## src/design/dlo_pkg.sv

```systemverilog
// ----------------------------------------------------------------------------
// dlo_pkg
// Shared widths, constants, codes and stage bus types of the local offset unit.
// ----------------------------------------------------------------------------
package dlo_pkg;

  localparam int IN_W    = 34;
  localparam int HI_W    = IN_W - 7;
  localparam int DAY_W   = 18;
  localparam int SOD_W   = 17;
  localparam int DOY_W   = 9;
  localparam int YOFF_W  = 10;
  localparam int YEAR_W  = 12;
  localparam int Q100_W  = 5;
  localparam int SEC_W   = 25;
  localparam int LHS_W   = 27;
  localparam int OFF_W   = 11;
  localparam int RULE_W  = 2;
  localparam int SDAY_W  = 9;

  localparam int          RECIP_W     = 18;
  localparam logic [17:0] RECIP_675   = 18'd198841;
  localparam int          RECIP_SHIFT = 27;
  localparam logic [19:0] RECIP_YEAR  = 20'd734951;
  localparam int          YEAR_SHIFT  = 28;
  localparam logic [12:0] RECIP_100   = 13'd5243;
  localparam int          R100_SHIFT  = 19;

  localparam logic [RULE_W-1:0] RULE_NONE = 2'd0;
  localparam logic [RULE_W-1:0] RULE_US   = 2'd1;
  localparam logic [RULE_W-1:0] RULE_EU   = 2'd2;

  localparam logic REG_STD_OFFSET = 1'b0;
  localparam logic REG_DST_RULE   = 1'b1;

  typedef struct packed {
    logic [DAY_W-1:0] day;
    logic [SOD_W-1:0] sod;
  } day_sod_t;

  typedef struct packed {
    logic [DAY_W-1:0] jan1;
    logic             leap;
    logic [DOY_W-1:0] doy;
    logic [SOD_W-1:0] sod;
  } year_info_t;

endpackage

```

## src/design/dst_local_offset_unit.sv

```systemverilog
// ----------------------------------------------------------------------------
// dst_local_offset_unit
// Local UTC offset and daylight flag under a US/Canada or EU daylight rule.
// A request passes the input register, day split, year search and rule evaluation.
// Throughput: one request per cycle.
// busy is never raised; the receiver cannot stall and none is needed.
// Reset clears the pipe valid bits and both registers (offset 0, no rule).
// ----------------------------------------------------------------------------
module dst_local_offset_unit #(
  parameter int TIME_BITS = 34
) (
  input  logic                             clk_i,
  input  logic                             rst_ni,
  input  logic                             start,
  output logic                             busy,
  input  logic [dlo_pkg::IN_W-1:0]         utc_seconds_i,
  output logic                             result_valid_o,
  output logic signed [dlo_pkg::OFF_W-1:0] offset_minutes_o,
  output logic                             daylight_active_o,
  input  logic                             cfg_we_i,
  input  logic                             cfg_idx_i,
  input  logic [dlo_pkg::OFF_W-1:0]        cfg_wdata_i
);
  import dlo_pkg::*;

  localparam int TW = (TIME_BITS < IN_W) ? TIME_BITS : IN_W;
  localparam logic [IN_W-1:0] TIME_MASK = {IN_W{1'b1}} >> (IN_W - TW);

  logic signed [OFF_W-1:0] std_off_q;
  logic [RULE_W-1:0]       rule_q;
  logic                    in_valid_q;
  logic [IN_W-1:0]         in_time_q;

  logic                    day_valid;
  day_sod_t                day_bus;
  logic                    year_valid;
  year_info_t              year_bus;

  assign busy = 1'b0;

  always_ff @(posedge clk_i or negedge rst_ni) begin
    if (!rst_ni) begin
      std_off_q  <= '0;
      rule_q     <= RULE_NONE;
      in_valid_q <= 1'b0;
    end else begin
      in_valid_q <= start && !busy;
      if (cfg_we_i) begin
        case (cfg_idx_i)
          REG_STD_OFFSET: std_off_q <= cfg_wdata_i;
          REG_DST_RULE:   rule_q    <= cfg_wdata_i[RULE_W-1:0];
          default:        rule_q    <= rule_q;
        endcase
      end
    end
  end

  always_ff @(posedge clk_i) begin
    in_time_q <= utc_seconds_i & TIME_MASK;
  end

  dlo_day_split u_day_split (
    .clk_i   (clk_i),
    .rst_ni  (rst_ni),
    .valid_i (in_valid_q),
    .time_i  (in_time_q),
    .valid_o (day_valid),
    .day_o   (day_bus)
  );

  dlo_year_find u_year_find (
    .clk_i   (clk_i),
    .rst_ni  (rst_ni),
    .valid_i (day_valid),
    .day_i   (day_bus),
    .valid_o (year_valid),
    .info_o  (year_bus)
  );

  dlo_rule_eval u_rule_eval (
    .clk_i             (clk_i),
    .rst_ni            (rst_ni),
    .valid_i           (year_valid),
    .info_i            (year_bus),
    .std_off_i         (std_off_q),
    .rule_i            (rule_q),
    .valid_o           (result_valid_o),
    .offset_minutes_o  (offset_minutes_o),
    .daylight_active_o (daylight_active_o)
  );

endmodule

```

## src/design/dlo_day_split.sv

```systemverilog
// ----------------------------------------------------------------------------
// dlo_day_split
// Two-stage split of a UTC second count into day number and second of day.
// ----------------------------------------------------------------------------
module dlo_day_split (
  input  logic                    clk_i,
  input  logic                    rst_ni,
  input  logic                    valid_i,
  input  logic [dlo_pkg::IN_W-1:0] time_i,
  output logic                    valid_o,
  output dlo_pkg::day_sod_t       day_o
);
  import dlo_pkg::*;

  logic [HI_W+RECIP_W-1:0] prod1;
  logic               s1_valid_q;
  logic [DAY_W-1:0]   s1_quot_q;
  logic [HI_W-1:0]    s1_hi_q;
  logic [6:0]         s1_lo_q;

  logic [DAY_W+10-1:0] prod2;
  logic [HI_W-1:0]     rem0;
  logic                over;
  logic [9:0]          rem;
  day_sod_t            day_d;
  day_sod_t            day_q;
  logic                s2_valid_q;

  assign prod1 = time_i[IN_W-1:7] * RECIP_675;

  always_ff @(posedge clk_i or negedge rst_ni) begin
    if (!rst_ni) begin
      s1_valid_q <= 1'b0;
      s2_valid_q <= 1'b0;
    end else begin
      s1_valid_q <= valid_i;
      s2_valid_q <= s1_valid_q;
    end
  end

  always_ff @(posedge clk_i) begin
    s1_quot_q <= prod1[RECIP_SHIFT +: DAY_W];
    s1_hi_q   <= time_i[IN_W-1:7];
    s1_lo_q   <= time_i[6:0];
    day_q     <= day_d;
  end

  always_comb begin
    prod2 = s1_quot_q * 10'd675;
    rem0  = s1_hi_q - prod2[HI_W-1:0];
    over  = (rem0 >= HI_W'(675));
    if (over) begin
      day_d.day = s1_quot_q + DAY_W'(1);
      rem       = 10'(rem0 - HI_W'(675));
    end else begin
      day_d.day = s1_quot_q;
      rem       = rem0[9:0];
    end
    day_d.sod = {rem, s1_lo_q};
  end

  assign valid_o = s2_valid_q;
  assign day_o   = day_q;

endmodule

```

## src/design/dlo_year_find.sv

```systemverilog
// ----------------------------------------------------------------------------
// dlo_year_find
// Four-stage search for the calendar year, its January 1 and leap flag.
// ----------------------------------------------------------------------------
module dlo_year_find (
  input  logic                 clk_i,
  input  logic                 rst_ni,
  input  logic                 valid_i,
  input  dlo_pkg::day_sod_t    day_i,
  output logic                 valid_o,
  output dlo_pkg::year_info_t  info_o
);
  import dlo_pkg::*;

  logic [DAY_W-1:0]        dm2;
  logic [DAY_W+20-1:0]     prod3;
  logic                    s3_valid_q;
  logic [YOFF_W-1:0]       s3_est_q;
  day_sod_t                s3_day_q;

  logic [YEAR_W-1:0]       n;
  logic [YEAR_W+13-1:0]    prod4;
  logic                    s4_valid_q;
  logic [YEAR_W-1:0]       s4_n_q;
  logic [Q100_W-1:0]       s4_q100_q;
  logic [YOFF_W-1:0]       s4_est_q;
  day_sod_t                s4_day_q;

  logic [YEAR_W-1:0]       r100;
  logic [YEAR_W-1:0]       lcount;
  logic [YOFF_W+9-1:0]     base;
  logic [Q100_W-1:0]       q1;
  logic                    leap0;
  logic                    leap1;
  logic                    s5_valid_q;
  logic [DAY_W-1:0]        s5_jan1_q;
  logic                    s5_leap0_q;
  logic                    s5_leap1_q;
  day_sod_t                s5_day_q;

  logic [DAY_W-1:0]        nxt;
  logic                    sel;
  year_info_t              info_d;
  year_info_t              info_q;
  logic                    s6_valid_q;

  always_comb begin
    dm2   = (day_i.day >= DAY_W'(2)) ? day_i.day - DAY_W'(2) : '0;
    prod3 = dm2 * RECIP_YEAR;
  end

  always_comb begin
    n     = YEAR_W'(s3_est_q) + YEAR_W'(1969);
    prod4 = n * RECIP_100;
  end

  always_comb begin
    r100   = s4_n_q - YEAR_W'(s4_q100_q) * YEAR_W'(100);
    lcount = YEAR_W'(s4_n_q[YEAR_W-1:2]) - YEAR_W'(s4_q100_q)
             + YEAR_W'(s4_q100_q[Q100_W-1:2]) - YEAR_W'(477);
    base   = s4_est_q * 9'd365;
    q1     = s4_q100_q + Q100_W'(1);
    leap0  = (s4_n_q[1:0] == 2'd3) && ((r100 != YEAR_W'(99)) || (q1[1:0] == 2'd0));
    leap1  = (s4_n_q[1:0] == 2'd2) && ((r100 != YEAR_W'(98)) || (q1[1:0] == 2'd0));
  end

  always_comb begin
    nxt = s5_jan1_q + DAY_W'(365) + DAY_W'(s5_leap0_q);
    sel = (s5_day_q.day >= nxt);
    info_d.jan1 = sel ? nxt : s5_jan1_q;
    info_d.leap = sel ? s5_leap1_q : s5_leap0_q;
    info_d.doy  = DOY_W'(s5_day_q.day - info_d.jan1);
    info_d.sod  = s5_day_q.sod;
  end

  always_ff @(posedge clk_i or negedge rst_ni) begin
    if (!rst_ni) begin
      s3_valid_q <= 1'b0;
      s4_valid_q <= 1'b0;
      s5_valid_q <= 1'b0;
      s6_valid_q <= 1'b0;
    end else begin
      s3_valid_q <= valid_i;
      s4_valid_q <= s3_valid_q;
      s5_valid_q <= s4_valid_q;
      s6_valid_q <= s5_valid_q;
    end
  end

  always_ff @(posedge clk_i) begin
    s3_est_q   <= prod3[YEAR_SHIFT +: YOFF_W];
    s3_day_q   <= day_i;
    s4_n_q     <= n;
    s4_q100_q  <= prod4[R100_SHIFT +: Q100_W];
    s4_est_q   <= s3_est_q;
    s4_day_q   <= s3_day_q;
    s5_jan1_q  <= DAY_W'(base) + DAY_W'(lcount);
    s5_leap0_q <= leap0;
    s5_leap1_q <= leap1;
    s5_day_q   <= s4_day_q;
    info_q     <= info_d;
  end

  assign valid_o = s6_valid_q;
  assign info_o  = info_q;

endmodule

```

## src/design/dlo_rule_eval.sv

```systemverilog
// ----------------------------------------------------------------------------
// dlo_rule_eval
// Four-stage evaluation of the daylight window and the resulting offset.
// ----------------------------------------------------------------------------
module dlo_rule_eval (
  input  logic                             clk_i,
  input  logic                             rst_ni,
  input  logic                             valid_i,
  input  dlo_pkg::year_info_t              info_i,
  input  logic signed [dlo_pkg::OFF_W-1:0] std_off_i,
  input  logic [dlo_pkg::RULE_W-1:0]       rule_i,
  output logic                             valid_o,
  output logic signed [dlo_pkg::OFF_W-1:0] offset_minutes_o,
  output logic                             daylight_active_o
);
  import dlo_pkg::*;

  function automatic logic [2:0] mod7_day(input logic [DAY_W-1:0] v);
    logic [5:0] s;
    logic [3:0] f;
    s = 6'(v[2:0]) + 6'(v[5:3]) + 6'(v[8:6]) + 6'(v[11:9]) + 6'(v[14:12])
        + 6'(v[17:15]);
    f = 4'(s[5:3]) + 4'(s[2:0]);
    return (f >= 4'd7) ? 3'(f - 4'd7) : f[2:0];
  endfunction

  function automatic logic [2:0] mod7_small(input logic [3:0] v);
    return (v >= 4'd7) ? 3'(v - 4'd7) : v[2:0];
  endfunction

  logic                    s7_valid_q;
  logic [2:0]              s7_wday_q;
  logic [SEC_W-1:0]        s7_now_q;
  logic                    s7_leap_q;
  logic [DOY_W+17-1:0]     now_prod;

  logic [2:0]              wd_a;
  logic [2:0]              wd_c;
  logic [2:0]              wd_d;
  logic [SDAY_W-1:0]       adv;
  logic [SDAY_W-1:0]       lp;
  logic [SDAY_W-1:0]       ds;
  logic [SDAY_W-1:0]       de;
  logic                    en;
  logic                    us;
  logic signed [LHS_W-1:0] off_ext;
  logic signed [LHS_W-1:0] off60;
  logic signed [LHS_W-1:0] lhs;
  logic                    s8_valid_q;
  logic [SDAY_W-1:0]       s8_ds_q;
  logic [SDAY_W-1:0]       s8_de_q;
  logic                    s8_en_q;
  logic                    s8_us_q;
  logic signed [LHS_W-1:0] s8_lhs_q;

  logic [SDAY_W+17-1:0]    start_prod;
  logic [SDAY_W+17-1:0]    stop_prod;
  logic                    s9_valid_q;
  logic [SEC_W-1:0]        s9_start_q;
  logic [SEC_W-1:0]        s9_stop_q;
  logic                    s9_en_q;
  logic signed [LHS_W-1:0] s9_lhs_q;

  logic                    dst;
  logic signed [OFF_W:0]   sum;
  logic signed [OFF_W-1:0] off_d;
  logic signed [OFF_W-1:0] off_q;
  logic                    dst_q;
  logic                    s10_valid_q;

  assign now_prod = info_i.doy * 17'd86400;

  always_comb begin
    lp   = SDAY_W'(s7_leap_q);
    wd_a = mod7_small(4'(s7_wday_q) + 4'd3 + 4'(s7_leap_q));
    wd_c = mod7_small(4'(s7_wday_q) + 4'd5 + 4'(s7_leap_q));
    wd_d = mod7_small(4'(s7_wday_q) + 4'd2 + 4'(s7_leap_q));
    adv  = (wd_a == 3'd0) ? '0 : SDAY_W'(3'd7 - wd_a);
    case (rule_i)
      RULE_US: begin
        ds = SDAY_W'(66) + lp + adv;
        de = SDAY_W'(304) + lp + adv;
        en = 1'b1;
        us = 1'b1;
      end
      RULE_EU: begin
        ds = SDAY_W'(89) + lp - SDAY_W'(wd_c);
        de = SDAY_W'(303) + lp - SDAY_W'(wd_d);
        en = 1'b1;
        us = 1'b0;
      end
      default: begin
        ds = '0;
        de = '0;
        en = 1'b0;
        us = 1'b0;
      end
    endcase
    off_ext = LHS_W'(std_off_i);
    off60   = (off_ext <<< 6) - (off_ext <<< 2);
    lhs     = $signed({{(LHS_W-SEC_W){1'b0}}, s7_now_q}) + (us ? off60 : '0);
  end

  always_comb begin
    start_prod = s8_ds_q * 17'd86400;
    stop_prod  = s8_de_q * 17'd86400;
  end

  always_comb begin
    dst = s9_en_q
          && (s9_lhs_q >= $signed({{(LHS_W-SEC_W){1'b0}}, s9_start_q}))
          && (s9_lhs_q <  $signed({{(LHS_W-SEC_W){1'b0}}, s9_stop_q}));
    sum = (OFF_W+1)'(std_off_i) + (dst ? (OFF_W+1)'(60) : '0);
    if (sum > (OFF_W+1)'(1023)) begin
      off_d = OFF_W'(1023);
    end else begin
      off_d = sum[OFF_W-1:0];
    end
  end

  always_ff @(posedge clk_i or negedge rst_ni) begin
    if (!rst_ni) begin
      s7_valid_q  <= 1'b0;
      s8_valid_q  <= 1'b0;
      s9_valid_q  <= 1'b0;
      s10_valid_q <= 1'b0;
    end else begin
      s7_valid_q  <= valid_i;
      s8_valid_q  <= s7_valid_q;
      s9_valid_q  <= s8_valid_q;
      s10_valid_q <= s9_valid_q;
    end
  end

  always_ff @(posedge clk_i) begin
    s7_wday_q  <= mod7_day(info_i.jan1 + DAY_W'(4));
    s7_now_q   <= SEC_W'(now_prod) + SEC_W'(info_i.sod);
    s7_leap_q  <= info_i.leap;
    s8_ds_q    <= ds;
    s8_de_q    <= de;
    s8_en_q    <= en;
    s8_us_q    <= us;
    s8_lhs_q   <= lhs;
    s9_start_q <= SEC_W'(start_prod) + (s8_us_q ? SEC_W'(7200) : SEC_W'(3600));
    s9_stop_q  <= SEC_W'(stop_prod) + SEC_W'(3600);
    s9_en_q    <= s8_en_q;
    s9_lhs_q   <= s8_lhs_q;
    off_q      <= off_d;
    dst_q      <= dst;
  end

  assign valid_o           = s10_valid_q;
  assign offset_minutes_o  = off_q;
  assign daylight_active_o = dst_q;

endmodule

```

## config.mk

```make
export PLATFORM = sky130hd
export DESIGN_NAME = dst_local_offset_unit
export DESIGN_NICKNAME = d
export VERILOG_FILES = /design/src/design/dlo_pkg.sv /design/src/design/dst_local_offset_unit.sv /design/src/design/dlo_day_split.sv /design/src/design/dlo_year_find.sv /design/src/design/dlo_rule_eval.sv
export SDC_FILE = /design/constraint.sdc
export NUM_CORES = 2
export LEC_CHECK = 0
export BUFFER_PORTS_ARGS = -buffer_cell sky130_fd_sc_hd__buf_4
export CAP_MARGIN = 10
export CORE_UTILIZATION = 45
export CTS_CLUSTER_DIAMETER = 120
export DETAILED_ROUTE_END_ITERATION = 8
export HOLD_SLACK_MARGIN = 0.1
export PLACE_DENSITY_LB_ADDON = 0.15
export SLEW_MARGIN = 40
export SYNTH_ARGS = -nofsm -noshare
export SYNTH_HDL_FRONTEND = slang
export SYNTH_SLANG_ARGS = --single-unit
export TNS_END_PERCENT = 5
```

## constraint.sdc

```tcl
create_clock -name clk_i -period 11 [get_ports clk_i]
set_input_delay 0 -clock clk_i [delete_from_list [all_inputs] [get_ports clk_i]]
set_output_delay 0 -clock clk_i [all_outputs]
set_load 0.01 [all_outputs]
```

==> Word level (Yosys, flattened, before mapping) <==
Cells that the tools add are included.
{ "word_totals": {"register_bits": 518, "in_bits": 50, "out_inout_bits": 14, "elab_cells": 150} }
{ "classes": {"add_sub_neg": 46, "mul": 9, "n_lt_le_gt_ge": 10, "eq_ne": 6, "mux": 17, "bitwise": 1, "n_reduce_logical": 11} }
{ "op_table": {"columns": ["operator", "n"], "rows": [
  ["multiplier 9 x 10 -> 18 bit (second input constant)", 3],
  ["2-to-1 mux 18 bit", 3],
  ["multiplier 27 x 18 -> 45 bit (second input constant)", 1],
  ["multiplier 18 x 20 -> 38 bit (second input constant)", 1],
  ["case mux 9 bit (2 select lines)", 2],
  ["adder 25 x 27 -> 27 bit", 1],
  ["greater-or-equal comparator 27 x 10 -> 1 bit (second input constant)", 1],
  ["greater-or-equal comparator 27 x 26 -> 1 bit", 1],
  ["< comparator 27 x 26 -> 1 bit", 1],
  ["multiplier 18 x 10 -> 27 bit (second input constant)", 1],
  ["2-to-1 mux 27 bit", 1],
  ["subtractor 27 bit", 1],
  ["adder 25 x 12 -> 25 bit (second input constant)", 1],
  ["adder 25 x 17 -> 25 bit", 1],
  ["adder 25 bit", 1],
  ["adder 6 x 3 -> 6 bit", 4],
  ["multiplier 12 x 13 -> 24 bit (second input constant)", 1],
  ["inequality test 12 x 7 -> 1 bit (second input constant)", 2],
  ["adder 18 x 1 -> 18 bit", 1],
  ["adder 18 x 1 -> 18 bit (second input constant)", 1],
  ["adder 18 x 12 -> 18 bit", 1],
  ["adder 18 x 3 -> 18 bit (second input constant)", 1],
  ["adder 18 x 9 -> 18 bit (second input constant)", 1],
  ["adder 9 x 1 -> 9 bit (first input constant)", 2],
  ["41 further kinds", 66]
]} }

==> Logic depth before layout (Yosys ltp) <==
{ "logic_depth": {"word_depth": 9, "ltp_mapped": 31, "ltp_nobuf": 30} }

==> Hierarchy <==
A second synthesis with hierarchy kept.
{ "unflattened": {"hier_cells": 4499, "area_unflattened_um2": 45393.5} }
{ "by_module_without_submodules": {"columns": ["module", "n_inst", "cells_each", "area_per_inst_um2", "seq_area_each_um2"], "rows": [
  ["dlo_year_find", 1, 1780, 18453.9, 4244.1],
  ["dlo_day_split", 1, 1300, 13505.5, 1791.7],
  ["dlo_rule_eval", 1, 1353, 12170.4, 3042.9],
  ["dst_local_offset_unit", 1, 66, 1263.7, 1031.0]
]} }

==> Least setup slack after synthesis <==
Ideal clock, no wire load.
{ "synth_path": {"path_kind": "register to register", "startpoint": "register u_day_split.day_q (netlist bit u_day_split.day_o[22])", "endpoint": "register u_year_find.s3_est_q[9]", "setup_ps": 123, "arrival_ps": 7236, "t_required_ps": 10877, "slack_ps": 3641, "path_stages_with_launch": 29, "path_buffers": 1, "synth_period_minus_slack_ps": 7359, "path_cell_list": "dfxtp_1 -> or4_1 -> nor4_1 -> nand2_1 -> nor3_1 -> clkbuf_1 -> or2_2 -> inv_1 -> ha_1 -> fa_1 -> fa_1 -> inv_1 -> fa_1 -> inv_1 -> fa_1 -> inv_1 -> fa_1 -> inv_1 -> ha_1 -> a21oi_1 -> o221ai_1 -> a21o_1 -> a21o_1 -> a21oi_1 -> nand3_1 -> o21ai_0 -> o31ai_1 -> a21oi_1 -> xnor2_1"} }
{ "synth_via": {"elab_chain_len": 3, "word_cells_on_any_way": 4, "cone_classes": "1 x add/sub; 1 x mul; 1 x order compare; 1 x mux"} }
{ "synth_lines": {"columns": ["item", "line_no", "rtl"], "rows": [
  ["start, declared", "dlo_day_split.sv:26", "day_sod_t day_q;"],
  ["start signal, assigned", "dlo_day_split.sv:45", "day_q <= day_d;"],
  ["subtractor 18 x 2 -> 18 bit or greater-or-equal comparator 18 x 2 -> 1 bit (tied branches)", "dlo_year_find.sv:48", "dm2 = (day_i.day >= DAY_W'(2)) ? day_i.day - DAY_W'(2) : '0;"],
  ["2-to-1 mux 18 bit *", "dlo_year_find.sv:48", null],
  ["multiplier 18 x 20 -> 38 bit *", "dlo_year_find.sv:49", "prod3 = dm2 * RECIP_YEAR;"],
  ["named net u_year_find.prod3[37]", "dlo_year_find.sv:16", "logic [DAY_W+20-1:0] prod3;"],
  ["end signal, assigned", "dlo_year_find.sv:91", "s3_est_q <= prod3[YEAR_SHIFT +: YOFF_W];"],
  ["end, declared", "dlo_year_find.sv:18", "logic [YOFF_W-1:0] s3_est_q;"]
]} }
Mark *: on every way through the listed nets, which the timed path passes. The rest lies on a longest branch.
A chain may end at the register's enable or synchronous reset.

==> Worst setup path after layout <==
Same ends and word-level chain as after synthesis.

==> flow_summary.json <==
{
  "initial_core_util_pct": 45.44,
  "synth.largest_area_cell": "ha_1",
  "cts.path.max_buffers": 3,
  "drive_gt1_share_pct": 4.781,
  "wirelength_um": 90650,
  "rows": 114,
  "vias": 28300,
  "synth_area_um2": 43950,
  "antenna_cells": 0,
  "synthCells": 4292,
  "final_cell_mix": "inv_1 (954), ha_1 (886), dfxtp_1 (475)",
  "hp-class": "input port to flop",
  "grt_pass1_vias": 29990,
  "overflow": 0,
  "antenna_found_initial": 0,
  "chipHeight_um": 314.5,
  "cap_viol_max_count": 0,
  "ys_seq_area_share_pct": 23.00,
  "ant_nets": 0,
  "htreeDepth": 2,
  "fmax_mhz": 119.3,
  "finalSetupTns_ns": 0,
  "cp.required_ns": 11.58,
  "globalRouteTotalUtil_pct": 19.24,
  "io_buffers": 62,
  "cts-resized-gates": 0,
  "drc": 0,
  "cts_tree": "yes",
  "cts.sink_count": 499,
  "final_max_slew_viol_count": 0,
  "synth_seq_cells": 499,
  "gp_congestion": 0.9006,
  "synth_top_area_share_pct": 25.25,
  "final_common_cell": "inv_1",
  "yosysUniqueCellTypes": 86,
  "clk_latency_ns": 0.68,
  "first_pass_iters": 5,
  "die_area_um2": 98920,
  "cp_slowest_cell": "or4_1",
  "rsz0062_at_grt": "false",
  "criticalPathCategory": "flop to flop",
  "core_um2": 96710,
  "finalCritPeriodShare_pct": 76.17,
  "root_buffer": "clkbuf_16",
  "synthTopCellsByArea": "ha_1 (25%), dfxtp_1 (22%), fa_1 (21%)",
  "critical_path.max_stage_delay_ns": 0.61,
  "finalHoldViolCount": 0,
  "synth-edff-count": 0,
  "cts.clk_slew.worst_paths_ns": 0.06,
  "hpwl_um": 75680,
  "max_slew_margin_pct": 49.65,
  "die_w_um": 314.5,
  "boundaryPins": 64,
  "status": "finished, final reports clean",
  "synthArstFlopShare_pct": 4.810,
  "skew_ns": 0.04688,
  "endpoint_kind": "flop",
  "synth_ff_type": "dfxtp_1",
  "drtIter0Drc": 1023,
  "crit_fanout": 5,
  "areaGrowthSynthToFinish_pct": 11.22,
  "setup_viol": 0,
  "period_minus_slack_ns": 8.379,
  "arrival_ns": 8.96,
  "num-nets-final": 5899,
  "crit_top_cell": "inv_1",
  "grt_start_max_net_pins": 26,
  "routedWlPerCell_um": 15.59,
  "grt_pass1_wl_um": 152100,
  "tightest_slew_ns": 0.7527,
  "cts_inserted_buffers": 56,
  "ys_warn_count": 0,
  "avgSynthCellArea_um2": 10.24,
  "viasPerCell": 4.866,
  "start_kind": "flop"
}
[area by class of cell]
cell class	count	area, um^2
flip-flops and latches	499	10110
well taps	1276	1597
clock buffers	68	1516
clock inverters	38	381.6
repair buffers	165	1496
multi-input cells	2815	30200
inverters	954	3581
fillers	8954	47830
[cells by family after synthesis]
family / share of synthesized area, %
AO/OA/AOI/OAI: 8.168
XOR/XNOR: 6.608
adder cells (fa/ha/maj): 46.71
buffers and inverters: 8.390
flip-flops: 23.00
multiplexers: 0.5324
other: 0.008533
AND/OR/NAND/NOR: 6.582
[synth_stat cells (14+ instances only)]
library cell and count:
nor4_1 17, ha_1 887, fa_1 471, or2_2 20, and2_1 21, and3_1 28
o21bai_1 25, a2111oi_0 14, nand2_1 113, a21o_1 71, nor2b_1 31, a21oi_1 158
o21ai_0 95, nand3_1 47, xor2_1 111, xnor2_1 218, nor3_1 43, dfrtp_1 24
a31oi_1 15, inv_1 954, dfxtp_1 475, nor2_1 116, nand2b_1 33, o21a_1 36
clkbuf_1 20, nand4_1 29, or3_1 20, a211oi_1 25, o31ai_1 14
[metal layers]
metal  vias to the layer above  part of all wire, %  routed length [um]  track usage (%)
met3                       130                  2.9                2657            2.253
met1                     13510                   47               42440            25.26
li1                      14360                    -                   -                -
met4                         0                  2.8                2509            5.571
met2                       303                   47               43050            33.16
met5                         -                    0                   0                0
[through the flow]
stage	instance area [um^2]	utilization (%)	setup WS (ns)	instances	hold slack [ns]
floorplan	43950	-	3.641	4293	-0.2956
finish	48880	50.54	2.621	5815	0.1660
detailed placement	45970	47.53	2.691	5610	-0.08158
global route	48880	50.54	2.000	5815	0.1562
global placement	45950	47.52	2.567	5610	-0.07940
CTS	48870	50.53	2.617	5815	0.1013
[critical path, delay by kind of cell, from the launching register on]
kind,cells,cell delay [ns]
xor+xnor,1,0.12
buf+inv,6,0.55
compound gates,8,1.67
fa+ha+maj,7,3.39
simple gates,6,1.72
mux,1,0.48
flops,1,0.35
[state kept, by name (all words and copies together), names as in the netlist, 12 cells and up]
register and count:
u_day_split.day_o 35, u_year_find.s4_n_q 12, u_day_split.s1_quot_q 18, in_time_q 34, u_year_find.s5_day_q 18, u_rule_eval.s9_lhs_q 27, u_rule_eval.s9_stop_q 18, u_rule_eval.s7_now_q 25
u_rule_eval.s9_start_q 20, u_year_find.s4_day_q 35, u_rule_eval.s8_lhs_q 27, u_year_find.s3_day_q 35, u_year_find.info_d 17, u_day_split.s1_hi_q 27, u_year_find.info_o 45, u_year_find.s5_jan1_q 18
[path summary, 6_finish.rpt]
check | cells after the start | end | start | slack [ns]
worst max-delay path | 29 | u_year_find.s3_est_q[9] | u_day_split.day_o[22] | 2.62
worst min register to register | 0 | u_year_find.info_d[12] | u_year_find.s4_day_q[12] | 0.29
worst min-delay path | 4 | std_off_q[6] | cfg_wdata_i[6] | 0.17
max in group asynchronous | 4 | std_off_q[7] | rst_ni | 10.48
min in group asynchronous | 4 | std_off_q[1] | rst_ni | 0.33
worst max register to register | 29 | u_year_find.s3_est_q[9] | u_day_split.day_o[22] | 2.62
[timing repair]
action / in CTS / in global routing
setup buffers: 0 / 0
endpoints found under the hold margin: 72 / 0
hold buffers: 99 / 0
setup endpoints to repair: 0 / 0
Power is not shown: default switching activity piles up to over one toggle a cycle in this logic, so the estimate is an artifact.
